**src/sv/spq_pkg.sv**
```systemverilog
// Shared types and constants for the stable priority queue.
package spq_pkg;

    localparam int DEPTH     = 16;
    localparam int PID_WIDTH = 16;

    // Widths fixed by the word layout
    localparam int PID_W  = 16;
    localparam int PRIO_W = 4;
    localparam int OCC_W  = 5;

    // Stored id width: ids are cut to the smaller of PID_WIDTH and PID_W bits when stored
    localparam int SPID_W = (PID_WIDTH < PID_W) ? PID_WIDTH : PID_W;
    localparam int CNT_W  = $clog2(DEPTH + 1);

    localparam logic OP_ENQ = 1'b0;
    localparam logic OP_DEQ = 1'b1;

    typedef enum logic [1:0] {
        ST_DONE  = 2'd0,
        ST_FULL  = 2'd1,
        ST_EMPTY = 2'd2
    } t_status;

    typedef struct packed {
        logic              op;
        logic [PID_W-1:0]  pid;
        logic [PRIO_W-1:0] prio;
    } t_in_word;

    typedef struct packed {
        t_status           status;
        logic [PID_W-1:0]  out_pid;
        logic [PRIO_W-1:0] out_prio;
        logic [PID_W-1:0]  head_pid;
        logic [PRIO_W-1:0] head_prio;
        logic [OCC_W-1:0]  occupancy;
        logic              is_empty;
        logic              is_full;
    } t_out_word;

    typedef struct packed {
        logic [SPID_W-1:0] pid;
        logic [PRIO_W-1:0] prio;
    } t_entry;

    typedef struct packed {
        logic   valid;
        t_entry entry;
    } t_slot;

    // Broadcast from the control to every cell
    typedef struct packed {
        logic   ins;
        logic   del;
        t_entry ent;
    } t_cell_ctl;

endpackage

```
**src/sv/spq_cell.sv**
```systemverilog
// One slot of the sorted chain: keeps, takes the new entry, or takes a neighbor's.
module spq_cell (
    input  logic               i_clk,
    input  logic               i_rst_n,
    input  spq_pkg::t_cell_ctl i_ctl,
    input  spq_pkg::t_slot     i_left,
    input  logic               i_left_ge,
    input  spq_pkg::t_slot     i_right,
    output spq_pkg::t_slot     o_cur,
    output spq_pkg::t_slot     o_nxt,
    output logic               o_ge
);
    import spq_pkg::*;

    logic   r_valid;
    t_entry r_entry;
    t_slot  n_slot;

    // Sorted chain: ge holds on a prefix, so the first cell without it takes the new entry
    assign o_ge = r_valid && (r_entry.prio >= i_ctl.ent.prio);

    always_comb begin
        n_slot.valid = r_valid;
        n_slot.entry = r_entry;
        if (i_ctl.ins) begin
            if (!o_ge) begin
                if (i_left_ge) begin
                    n_slot.valid = 1'b1;
                    n_slot.entry = i_ctl.ent;
                end else begin
                    n_slot = i_left;
                end
            end
        end else if (i_ctl.del) begin
            n_slot = i_right;
        end
    end

    always_ff @(posedge i_clk) begin
        if (!i_rst_n) begin
            r_valid <= 1'b0;
        end else begin
            r_valid <= n_slot.valid;
        end
        r_entry <= n_slot.entry;
    end

    assign o_cur.valid = r_valid;
    assign o_cur.entry = r_entry;
    assign o_nxt       = n_slot;

endmodule

```
**src/sv/stable_priority_queue_core.sv**
```systemverilog
// Stable priority queue built as a chain of sorted cells. It takes one word per cycle: an
// enqueue or a dequeue updates every cell in the cycle it is accepted, and its result word
// appears in the output register on the next cycle. The speed is set by one priority compare
// and a three-way select in each cell. The input stalls only while a result word is held
// in the output register and the output side stalls. Equal priorities keep arrival order.
module stable_priority_queue_core (
    input  logic               i_clk,
    input  logic               i_rst_n,
    input  logic               i_in_valid,
    output logic               o_in_stall,
    input  spq_pkg::t_in_word  i_in_word,
    output logic               o_out_valid,
    input  logic               i_out_stall,
    output spq_pkg::t_out_word o_out_word
);
    import spq_pkg::*;

    t_slot      w_cur [DEPTH];
    t_slot      w_nxt [DEPTH];
    logic       w_ge  [DEPTH];
    t_cell_ctl  w_ctl;
    logic       w_acc;
    logic       w_empty;
    logic       w_full;
    logic       r_out_valid;
    t_out_word  r_out_word;
    t_out_word  n_out_word;
    logic [CNT_W-1:0] r_count;
    logic [CNT_W-1:0] n_count;

    assign o_in_stall = r_out_valid && i_out_stall;
    assign w_acc      = i_in_valid && !o_in_stall;
    assign w_empty    = !w_cur[0].valid;
    assign w_full     = w_cur[DEPTH-1].valid;

    assign w_ctl.ins      = w_acc && (i_in_word.op == OP_ENQ) && !w_full;
    assign w_ctl.del      = w_acc && (i_in_word.op == OP_DEQ) && !w_empty;
    assign w_ctl.ent.pid  = i_in_word.pid[SPID_W-1:0];
    assign w_ctl.ent.prio = i_in_word.prio;

    for (genvar k = 0; k < DEPTH; k++) begin : g_cell
        t_slot w_left;
        t_slot w_right;
        logic  w_left_ge;

        if (k == 0) begin : g_first
            assign w_left    = '0;
            assign w_left_ge = 1'b1;
        end else begin : g_mid
            assign w_left    = w_cur[k-1];
            assign w_left_ge = w_ge[k-1];
        end

        if (k == DEPTH - 1) begin : g_last
            assign w_right = '0;
        end else begin : g_body
            assign w_right = w_cur[k+1];
        end

        spq_cell u_cell (
            .i_clk     (i_clk),
            .i_rst_n   (i_rst_n),
            .i_ctl     (w_ctl),
            .i_left    (w_left),
            .i_left_ge (w_left_ge),
            .i_right   (w_right),
            .o_cur     (w_cur[k]),
            .o_nxt     (w_nxt[k]),
            .o_ge      (w_ge[k])
        );
    end

    always_comb begin
        n_count = r_count;
        if (w_ctl.ins) begin
            n_count = r_count + 1'b1;
        end else if (w_ctl.del) begin
            n_count = r_count - 1'b1;
        end
    end

    always_comb begin
        n_out_word           = '0;
        n_out_word.status    = ST_DONE;
        if (i_in_word.op == OP_ENQ) begin
            if (w_full) begin
                n_out_word.status = ST_FULL;
            end
        end else begin
            if (w_empty) begin
                n_out_word.status = ST_EMPTY;
            end else begin
                n_out_word.out_pid  = PID_W'(w_cur[0].entry.pid);
                n_out_word.out_prio = w_cur[0].entry.prio;
            end
        end
        if (w_nxt[0].valid) begin
            n_out_word.head_pid  = PID_W'(w_nxt[0].entry.pid);
            n_out_word.head_prio = w_nxt[0].entry.prio;
        end
        n_out_word.occupancy = OCC_W'(32'(n_count));
        n_out_word.is_empty  = !w_nxt[0].valid;
        n_out_word.is_full   = w_nxt[DEPTH-1].valid;
    end

    always_ff @(posedge i_clk) begin
        if (!i_rst_n) begin
            r_out_valid <= 1'b0;
            r_count     <= '0;
        end else begin
            r_count <= n_count;
            if (w_acc) begin
                r_out_valid <= 1'b1;
            end else if (!i_out_stall) begin
                r_out_valid <= 1'b0;
            end
        end
        if (w_acc) begin
            r_out_word <= n_out_word;
        end
    end

    assign o_out_valid = r_out_valid;
    assign o_out_word  = r_out_word;

    // Count tracks the chain's fill edges
    a_empty_count : assert property (@(posedge i_clk) disable iff (!i_rst_n)
        (r_count == '0) == w_empty)
        else $error("count and head cell disagree on empty");

    a_full_count : assert property (@(posedge i_clk) disable iff (!i_rst_n)
        (r_count == CNT_W'(DEPTH)) == w_full)
        else $error("count and tail cell disagree on full");

    // Cells stay packed toward the head: a valid tail cell needs a valid head cell
    a_packed : assert property (@(posedge i_clk) disable iff (!i_rst_n)
        w_cur[DEPTH-1].valid |-> w_cur[0].valid)
        else $error("hole in cell chain");

    // Head priority never below the next cell's
    a_sorted : assert property (@(posedge i_clk) disable iff (!i_rst_n)
        w_cur[1].valid |-> (w_cur[0].entry.prio >= w_cur[1].entry.prio))
        else $error("chain out of priority order");

    a_no_both : assert property (@(posedge i_clk) disable iff (!i_rst_n)
        !(w_ctl.ins && w_ctl.del))
        else $error("insert and remove in the same cycle");

endmodule
```
**config.mk**
```make
export PLATFORM = sky130hd
export DESIGN_NAME = stable_priority_queue_core
export DESIGN_NICKNAME = d
export VERILOG_FILES = /design/src/sv/spq_pkg.sv /design/src/sv/spq_cell.sv /design/src/sv/stable_priority_queue_core.sv
export SDC_FILE = /design/constraint.sdc
export NUM_CORES = 1
export LEC_CHECK = 0
export BUFFER_PORTS_ARGS = -buffer_cell sky130_fd_sc_hd__buf_2
export CAP_MARGIN = 40
export CORE_ASPECT_RATIO = 1.25
export CORE_MARGIN = 2
export CORE_UTILIZATION = 52
export CTS_CLUSTER_DIAMETER = 50
export DETAILED_ROUTE_END_ITERATION = 16
export HOLD_SLACK_MARGIN = 0.06
export PLACE_DENSITY = 0.67
export SLEW_MARGIN = 40
export SYNTH_ARGS = -nofsm -noshare
export SYNTH_HDL_FRONTEND = slang
export SYNTH_SLANG_ARGS = --single-unit
```
**constraint.sdc**
```tcl
create_clock -name i_clk -period 4.6 [get_ports i_clk]
set_clock_uncertainty 0.2 [all_clocks]
set_input_delay 0.69 -clock i_clk [delete_from_list [all_inputs] [get_ports i_clk]]
set_output_delay 0.69 -clock i_clk [all_outputs]
set_load 0.02 [all_outputs]
```
==> key figures, run 1 <==
Run status
  – Result of the run: completed

Critical path
  – Number of cells traversed by the worst register-to-register path: 5
  – CP startpoint kind: input pin
  – Largest fanout on the critical path: 34
  – Critical path endpoint category: flip-flop
  – Arr. time, crit path: about 3000 ps
  – Setup crit start: i_in_word[2]
  – Register-to-Register Setup Slack: roughly 1700 ps
  – Worst reg2reg path startpoint: g_cell[0].u_cell.r_valid
  – Class of the most critical setup path: input pin to flip-flop
  – Required time reported for the critical path endpoint: 4670 ps
  – Reg-to-reg endpoint: o_out_word[22]
  – CP Capture Point: o_out_word[11]

Timing
  – Share of the clock period used by the worst path: about 63%
  – Number of hold violations in the final report: 0
  – Count of endpoints failing setup in the final report: 0
  – Slew margin rel.: a little under half
  – Actual slew at the worst max-slew pin: 797 ps
  – Maximum frequency from static timing analysis: about 0.34 GHz
  – RSZ-0062 raised after global routing: no
  – Period minus WS final: about 2900 ps
  – Pins Over Slew Limit: 0
  – Final-layout setup total negative slack: 0 ps

Synth
  – Number of enable-type register cells in the synthesized netlist: about 350
  – FF+latch count, synth: approximately 400
  – Sequential-to-total area share from yosys stat: approximately 55%
  – Synth warn: 0
  – Mapped Nets: slightly below 2000
  – Post-synth cell types: 37
  – Prevailing post-synth register cell: edfxtp_1
  – Synthesized area per cell: around 11 um2
  – Post-synth top area cell: edfxtp_1
  – Fraction of post-synthesis cell area in the top cell type by area: between 50% and 60%
  – Leading cell types by count after synthesis: nand2_1, edfxtp_1, o21ai_0
  – Fraction of registers with async set/reset: 0%
  – Area of the mapped netlist: approximately 21000 um2
  – Most common cell in the synthesized netlist: nand2_1
  – Leading post-synthesis cells by cell area: edfxtp_1, mux2i_1, o21ai_0, nand2_1, dfxtp_1
  – Cells after Synth: 1861

CTS
  – Num CTS Buffers: between 40 and 50
  – Number of buffers added for setup after CTS: 0
  – Number of clock sinks: around 390
  – Clock tree from TritonCTS: built
  – Bufs on Longest Clock Path: 3
  – Clock Root Buffer: clkbuf_16
  – Number of hold buffers added after cts: 0
  – Reg clk slew, reported paths: roughly 60 ps
  – Clock network latency to the later pin of the worst-skew pair: about 550 ps
  – H-tree depth reported by CTS: 2
  – Number of gates resized after cts: 0

Finish
  – Net count of the finished layout: slightly below 2000
  – Signed area change from the synthesized netlist to the final layout: 11.0%
  – Post-layout util: between 50% and 60%
  – Proportion of layout cells with a drive suffix above 1: about an eighth
  – Filler Cell Count: about 3300
  – Finished Cell Area: roughly 23000 um2

Route
  – Routed wire length: approximately 47000 um
  – Wire length on met1: about 21000 um
  – Count of vias placed by the detailed router: around 14000
  – Count of routing violations after the opening detailed-route iteration: 1068
  – Antenna-violating nets left: 0
  – Highest routing layer actually used: met4
  – Remaining DRCs: 0
  – Vias/cell: just under 6
  – Detail Route met3 WL: approximately 2000 um
  – Average wire per cell in the routed design: just under 20 um
  – Iteration count of the initial detailed-routing pass: 5
  – WL met2: roughly 23000 um

GRT
  – Overall track demand over capacity in global routing: between 20 and 25%
  – Antenna violations before repair: 1
  – Final global-route overflow total: 0
  – Global-route wire length before repair: between 70000 and 80000 um
  – Largest net degree at the start of global routing: 152
  – Via count of the first global-routing pass: ~14000

Power
  – Power Density: between 300 and 400 nW/um2
  – Cell leakage power: 8.38 nW
  – Worst IR Drop VDD: 247 uV
  – Total Power: between 9 and 10 mW

Die
  – Number of placement rows: 81
  – Die Footprint: 41200 um2
  – Initial Utilization: 52.6%
  – I/O pin count: 76
  – Vert. Die Dim: 226 um
  – Core area: 39100 um2
  – Die span in x: roughly 180 um

Place
  – Placed Instance Area: about 21000 um2
  – Half-perimeter wire length of the detailed placement result: about 32000 um
  – Gpl congestion: between 0.8 and 0.9
  – Port Buf Inserts: 75

Run
  – Maxcap violations: 0

Hold path
  – Worst hold-check path type: input pin to flip-flop
cell usage in the layout, fill, tap and decap left out, types with 5 or more instances in the layout:
cell type	instances
edfxtp_1	349
a211oi_1	7
o21ai_0	310
buf_12	7
nand2_1	387
o21a_1	16
nand3_1	15
nor2_1	5
buf_4	46
clkbuf_1	7
o21ai_2	14
dfxtp_1	42
clkbuf_8	8
ha_1	62
o311a_1	13
clkbuf_16	43
a21oi_1	20
and3_1	40
a211oi_2	14
nor3_1	15
and2_1	7
buf_2	75
inv_1	38
mux2i_1	321
a21oi_2	14
per-stage QoR:
step,setup slack (ps),hold WS [ps],std cells
floorplan,73.8,296,1861
global placement,1150,300,2336
detailed placement,1130,311,2336
CTS,1700,171,2409
global route,1470,195,2410
finish,1700,188,2410
flip-flops by register name, indices dropped and copies added (netlist names):
| register | count |
|---|---|
| g_cell.u_cell.o_cur | 320 |
| o_out_word | 49 |
| r_count | 5 |
| o_out_valid | 1 |
| g_cell.u_cell.r_valid | 16 |
worst max-delay path, stage by stage:
cell	delay [ps]
buf_2	110
inv_1	510
ha_1	290
o21a_1	120
o21ai_0	120
a21oi_4	370
buf_12	290
mux2i_1	320
a211oi_2	110
worst min path at each step:
stage                                              to  slack (ps)                         from  cells past startpoint
after global placement    g_cell[14].u_cell.o_cur[10]         300  g_cell[15].u_cell.o_cur[10]                      2
final                                     o_out_valid         190                   i_in_valid                      2
after floorplan            g_cell[14].u_cell.o_cur[0]         300   g_cell[15].u_cell.o_cur[0]                      2
after CTS                                 o_out_valid         170                   i_in_valid                      2
after global routing                      o_out_valid         190                   i_in_valid                      2
after detailed placement  g_cell[14].u_cell.o_cur[14]         310  g_cell[15].u_cell.o_cur[14]                      2
logic make-up after synthesis:
kind of cell	after synthesis	synth area share, %
AO/OA/AOI/OAI	419	11.6
flip-flops	391	55.0
buffers and inverters	189	4.24
multiplexers	321	15.6
adder cells (fa/ha/maj)	62	3.77
AND/OR/NAND/NOR	475	9.54
XOR/XNOR	4	0.170
routing by layer:
layer	GRT usage (%)	up-vias
met3	3.12	67
met5	0	-
met1	29.6	6783
met4	6.30	0
li1	-	6791
met2	39.3	307
report_power, final:
| group | leakage (nW) | switching [mW] | internal (mW) | total (mW) |
|---|---|---|---|---|
| clock | 0.679 | 1.36 | 2.06 | 3.42 |
| combinational | 4.03 | 0.758 | 0.439 | 1.20 |
| sequential | 3.67 | 0.180 | 4.24 | 4.42 |
| total | 8.38 | 2.30 | 6.74 | 9.04 |
layout make-up:
type	instances	area (um2)	area share, %
tap	498	623	2.73
antenna	1	2.50	0.0110
sequential	391	11300	49.6
multi-input combinational	1281	8490	37.2
clock buffer	58	1210	5.31
clock inverter	15	183	0.800
timing repair buffer	128	861	3.77
inverter	38	143	0.625
No activity file was read; power rests on OpenSTA's default activity.
==> run 2: changes to the inputs <==
--- a/config.mk
+++ b/config.mk
@@ -13,7 +13,7 @@
 export CTS_CLUSTER_DIAMETER = 50
 export DETAILED_ROUTE_END_ITERATION = 16
 export HOLD_SLACK_MARGIN = 0.06
-export PLACE_DENSITY = 0.67
+export PLACE_DENSITY = 0.65
 export SLEW_MARGIN = 40
 export SYNTH_ARGS = -nofsm -noshare
 export SYNTH_HDL_FRONTEND = slang
==> constraint.sdc (replaced) <==
create_clock -name i_clk -period 2.9 [get_ports i_clk]
set_clock_uncertainty 0.2 [all_clocks]
set_input_delay 0.435 -clock i_clk [delete_from_list [all_inputs] [get_ports i_clk]]
set_output_delay 0.435 -clock i_clk [all_outputs]
set_load 0.02 [all_outputs]
==> run 2 against run 1 <==
  * First-iteration DRC count rose by 9.1%
  * Worst hold slack got worse by 41 ps
  * Power up 61%
  * Combinational power up 68%
  * Via count rose by 0.80%
  * Critical path type is now flip-flop to flip-flop
  * Critical endpoint is now g_cell[6].u_cell.o_cur[14]
  * Largest cell class unchanged
==> key figures, run 2 (synthesis results as in run 1) <==
Finish
  – Area taken by flip-flops and latches: 11300 um2
  – Proportion of layout cells with a drive suffix above 1: 14.1%
  – Area of the multi-input gates: roughly 8600 um2
  – Signed area change from the synthesized netlist to the final layout: 14.8%
  – Most common library cell in the layout ignoring fill and taps: nand2_1
  – Filler Cell Count: 3181
  – Highest-count cells in the layout ignoring fill and taps: nand2_1, edfxtp_1, mux2i_1
  – Net count of the finished layout: roughly 2000
  – Flip-flop count of the largest register, all copies and words added: 320

GRT
  – Met3 Resource Use GR: between 3 and 4%
  – Global-route wire length before repair: between 70000 and 80000 um
  – Met2 demand-to-capacity share in global routing: between 30% and 40%
  – Global routing's busiest layer: met2
  – Via count of the first global-routing pass: approximately 14000
  – Final global-route overflow total: 0
  – Overall track demand over capacity in global routing: 22.5%
  – Largest net degree at the start of global routing: around 110
  – Met1 track utilization from global routing: 30.4%
  – Antenna violations before repair: 1

Power
  – Total net switching power: around 3.7 mW
  – Sequential group share of total power: between 40% and 50%
  – Logic pwr share: ~14%
  – Clk network pwr share: a little under two fifths
  – Switching share of power: 25.7%
  – Worst IR Drop VDD: 473 uV
  – Power Density: 616 nW/um2
  – Cell leakage power: slightly below 9 nW
  – Internal cell power: around 11 mW

Timing
  – Number of hold violations in the final report: 0
  – Share of the clock period used by the worst path: around 88%
  – Pins Over Slew Limit: 0
  – Final-layout setup total negative slack: 0 ps
  – Period minus WS final: about 2500 ps
  – Count of endpoints failing setup in the final report: 0
  – RSZ-0062 raised after global routing: no
  – Maximum frequency from static timing analysis: 0.394 GHz
  – Slew margin rel.: between 40% and 50%
  – Actual slew at the worst max-slew pin: ~800 ps
  – Worst slack on hold paths: roughly 150 ps

Route
  – Antenna-violating nets left: 0
  – Iteration count of the initial detailed-routing pass: 5
  – Count of vias placed by the detailed router: 14100
  – Vias/cell: 5.73
  – Routed wire length: between 40000 and 50000 um
  – Remaining DRCs: 0
  – Count of routing violations after the opening detailed-route iteration: between 1000 and 1500
  – Average wire per cell in the routed design: ~19 um

Die
  – Initial Utilization: approximately 53%
  – Number of placement rows: 81
  – Die span in x: 182 um
  – I/O pin count: 76
  – Core area: about 39000 um2
  – Vert. Die Dim: between 200 and 250 um
  – Die Footprint: around 41000 um2

Critical path
  – Worst reg2reg path startpoint: g_cell[5].u_cell.o_cur[2]
  – Required time reported for the critical path endpoint: roughly 3000 ps
  – Largest fanout on the critical path: 13
  – Reg-to-reg endpoint: g_cell[6].u_cell.o_cur[14]
  – Arr. time, crit path: approximately 2600 ps
  – Number of cells traversed by the worst register-to-register path: 7
  – CP startpoint kind: flip-flop
  – Class of the most critical setup path: flip-flop to flip-flop
  – Register-to-Register Setup Slack: 360 ps
  – Critical path endpoint category: flip-flop

Place
  – Port Buf Inserts: between 70 and 80
  – Gpl congestion: between 0.8 and 0.9
  – Half-perimeter wire length of the detailed placement result: ~33000 um

CTS
  – Clock network latency to the later pin of the worst-skew pair: ~560 ps
  – Bufs on Longest Clock Path: 3
  – Clock Root Buffer: clkbuf_16
  – Num CTS Buffers: 44
  – Number of buffers added for setup after CTS: 0
  – Reg clk slew, reported paths: approximately 60 ps
  – H-tree depth reported by CTS: 2
  – Clock tree from TritonCTS: built
  – Number of clock sinks: 391

Hold path
  – Hold Crit Start: i_rst_n
  – Worst Hold Path EP: g_cell[1].u_cell.r_valid
  – Worst hold-check path type: input pin to flip-flop
  – Hold path cells: 2

Run
  – Maxcap violations: 0

Run status
  – Result of the run: completed
==> run 2: cell count changes in the layout (fill, tap and decap cells not counted), sizes merged <==
cell         change
buf             +34
bufinv           -1
clkbuf           +7
clkinvlp         -1
dlygate4sd3      +2
inv              +2
==> run 2: worst max-delay path: stages, from the launching register on <==
cell and delay (ps):
edfxtp_1 450, ha_1 310, o21a_1 110, o21ai_0 80
a21oi_2 590, buf_12 240, mux2i_1 200, o21ai_0 100
==> run 2: layer usage <==
metal	share of wire, %	routed length, um
met2	48	22300
met4	2.3	1070
met3	4.7	2180
met5	0	0
met1	45	20700
==> run 2: how the worst max path moves through the flow <==
stage / startpoint / slack, ps / endpoint
floorplan: i_out_stall / -170 / g_cell[10].u_cell.o_cur[0]
global placement: i_in_word[3] / -20 / g_cell[8].u_cell.o_cur[4]
detailed placement: i_in_word[3] / -60 / g_cell[7].u_cell.o_cur[8]
CTS: g_cell[3].u_cell.o_cur[2] / 290 / g_cell[4].u_cell.o_cur[5]
global route: g_cell[7].u_cell.o_cur[2] / 260 / g_cell[8].u_cell.o_cur[11]
finish: g_cell[5].u_cell.o_cur[2] / 360 / g_cell[6].u_cell.o_cur[14]
==> run 2: final cells by class <==
type,instances,area share [%]
Antenna cell,1,0.0106
Clock buffer,65,5.34
Clock inverter,15,0.684
Inverter,38,0.604
Multi-Input combinational cell,1281,36.5
Sequential cell,391,48.0
Tap cell,498,2.64
Timing Repair Buffer,164,6.28
==> run 2: power by group through the flow <==
stage / registers (mW) / clock network (mW) / logic (mW)
4_1_cts: 7.02 / 5.63 / 2.03
3_3_place_gp: 7.12 / 0 / 1.95
2_1_floorplan: 7.09 / 0 / 1.34
3_5_place_dp: 7.12 / 0 / 2.02
5_1_grt: 7.07 / 5.83 / 2.26
6_report: 7.02 / 5.50 / 2.02
==> run 2: stage by stage <==
step / util, % / std cells / cell area [um2] / total power, mW / setup slack, ps
6_report: 60.3 / 2453 / 23600 / 14.5 / 361
5_1_grt: 60.3 / 2453 / 23600 / 15.2 / 260
4_1_cts: 60.3 / 2451 / 23600 / 14.7 / 288
3_5_place_dp: 56.6 / 2369 / 22100 / 9.14 / -64.2
3_3_place_gp: 56.6 / 2368 / 22100 / 9.07 / -24.2
2_1_floorplan: - / 1861 / 20800 / 8.44 / -166
==> run 2: timing repair <==
action	CTS	global route
resized for setup	0	0
hold buffers	2	0
hold endpoints to repair	1	0
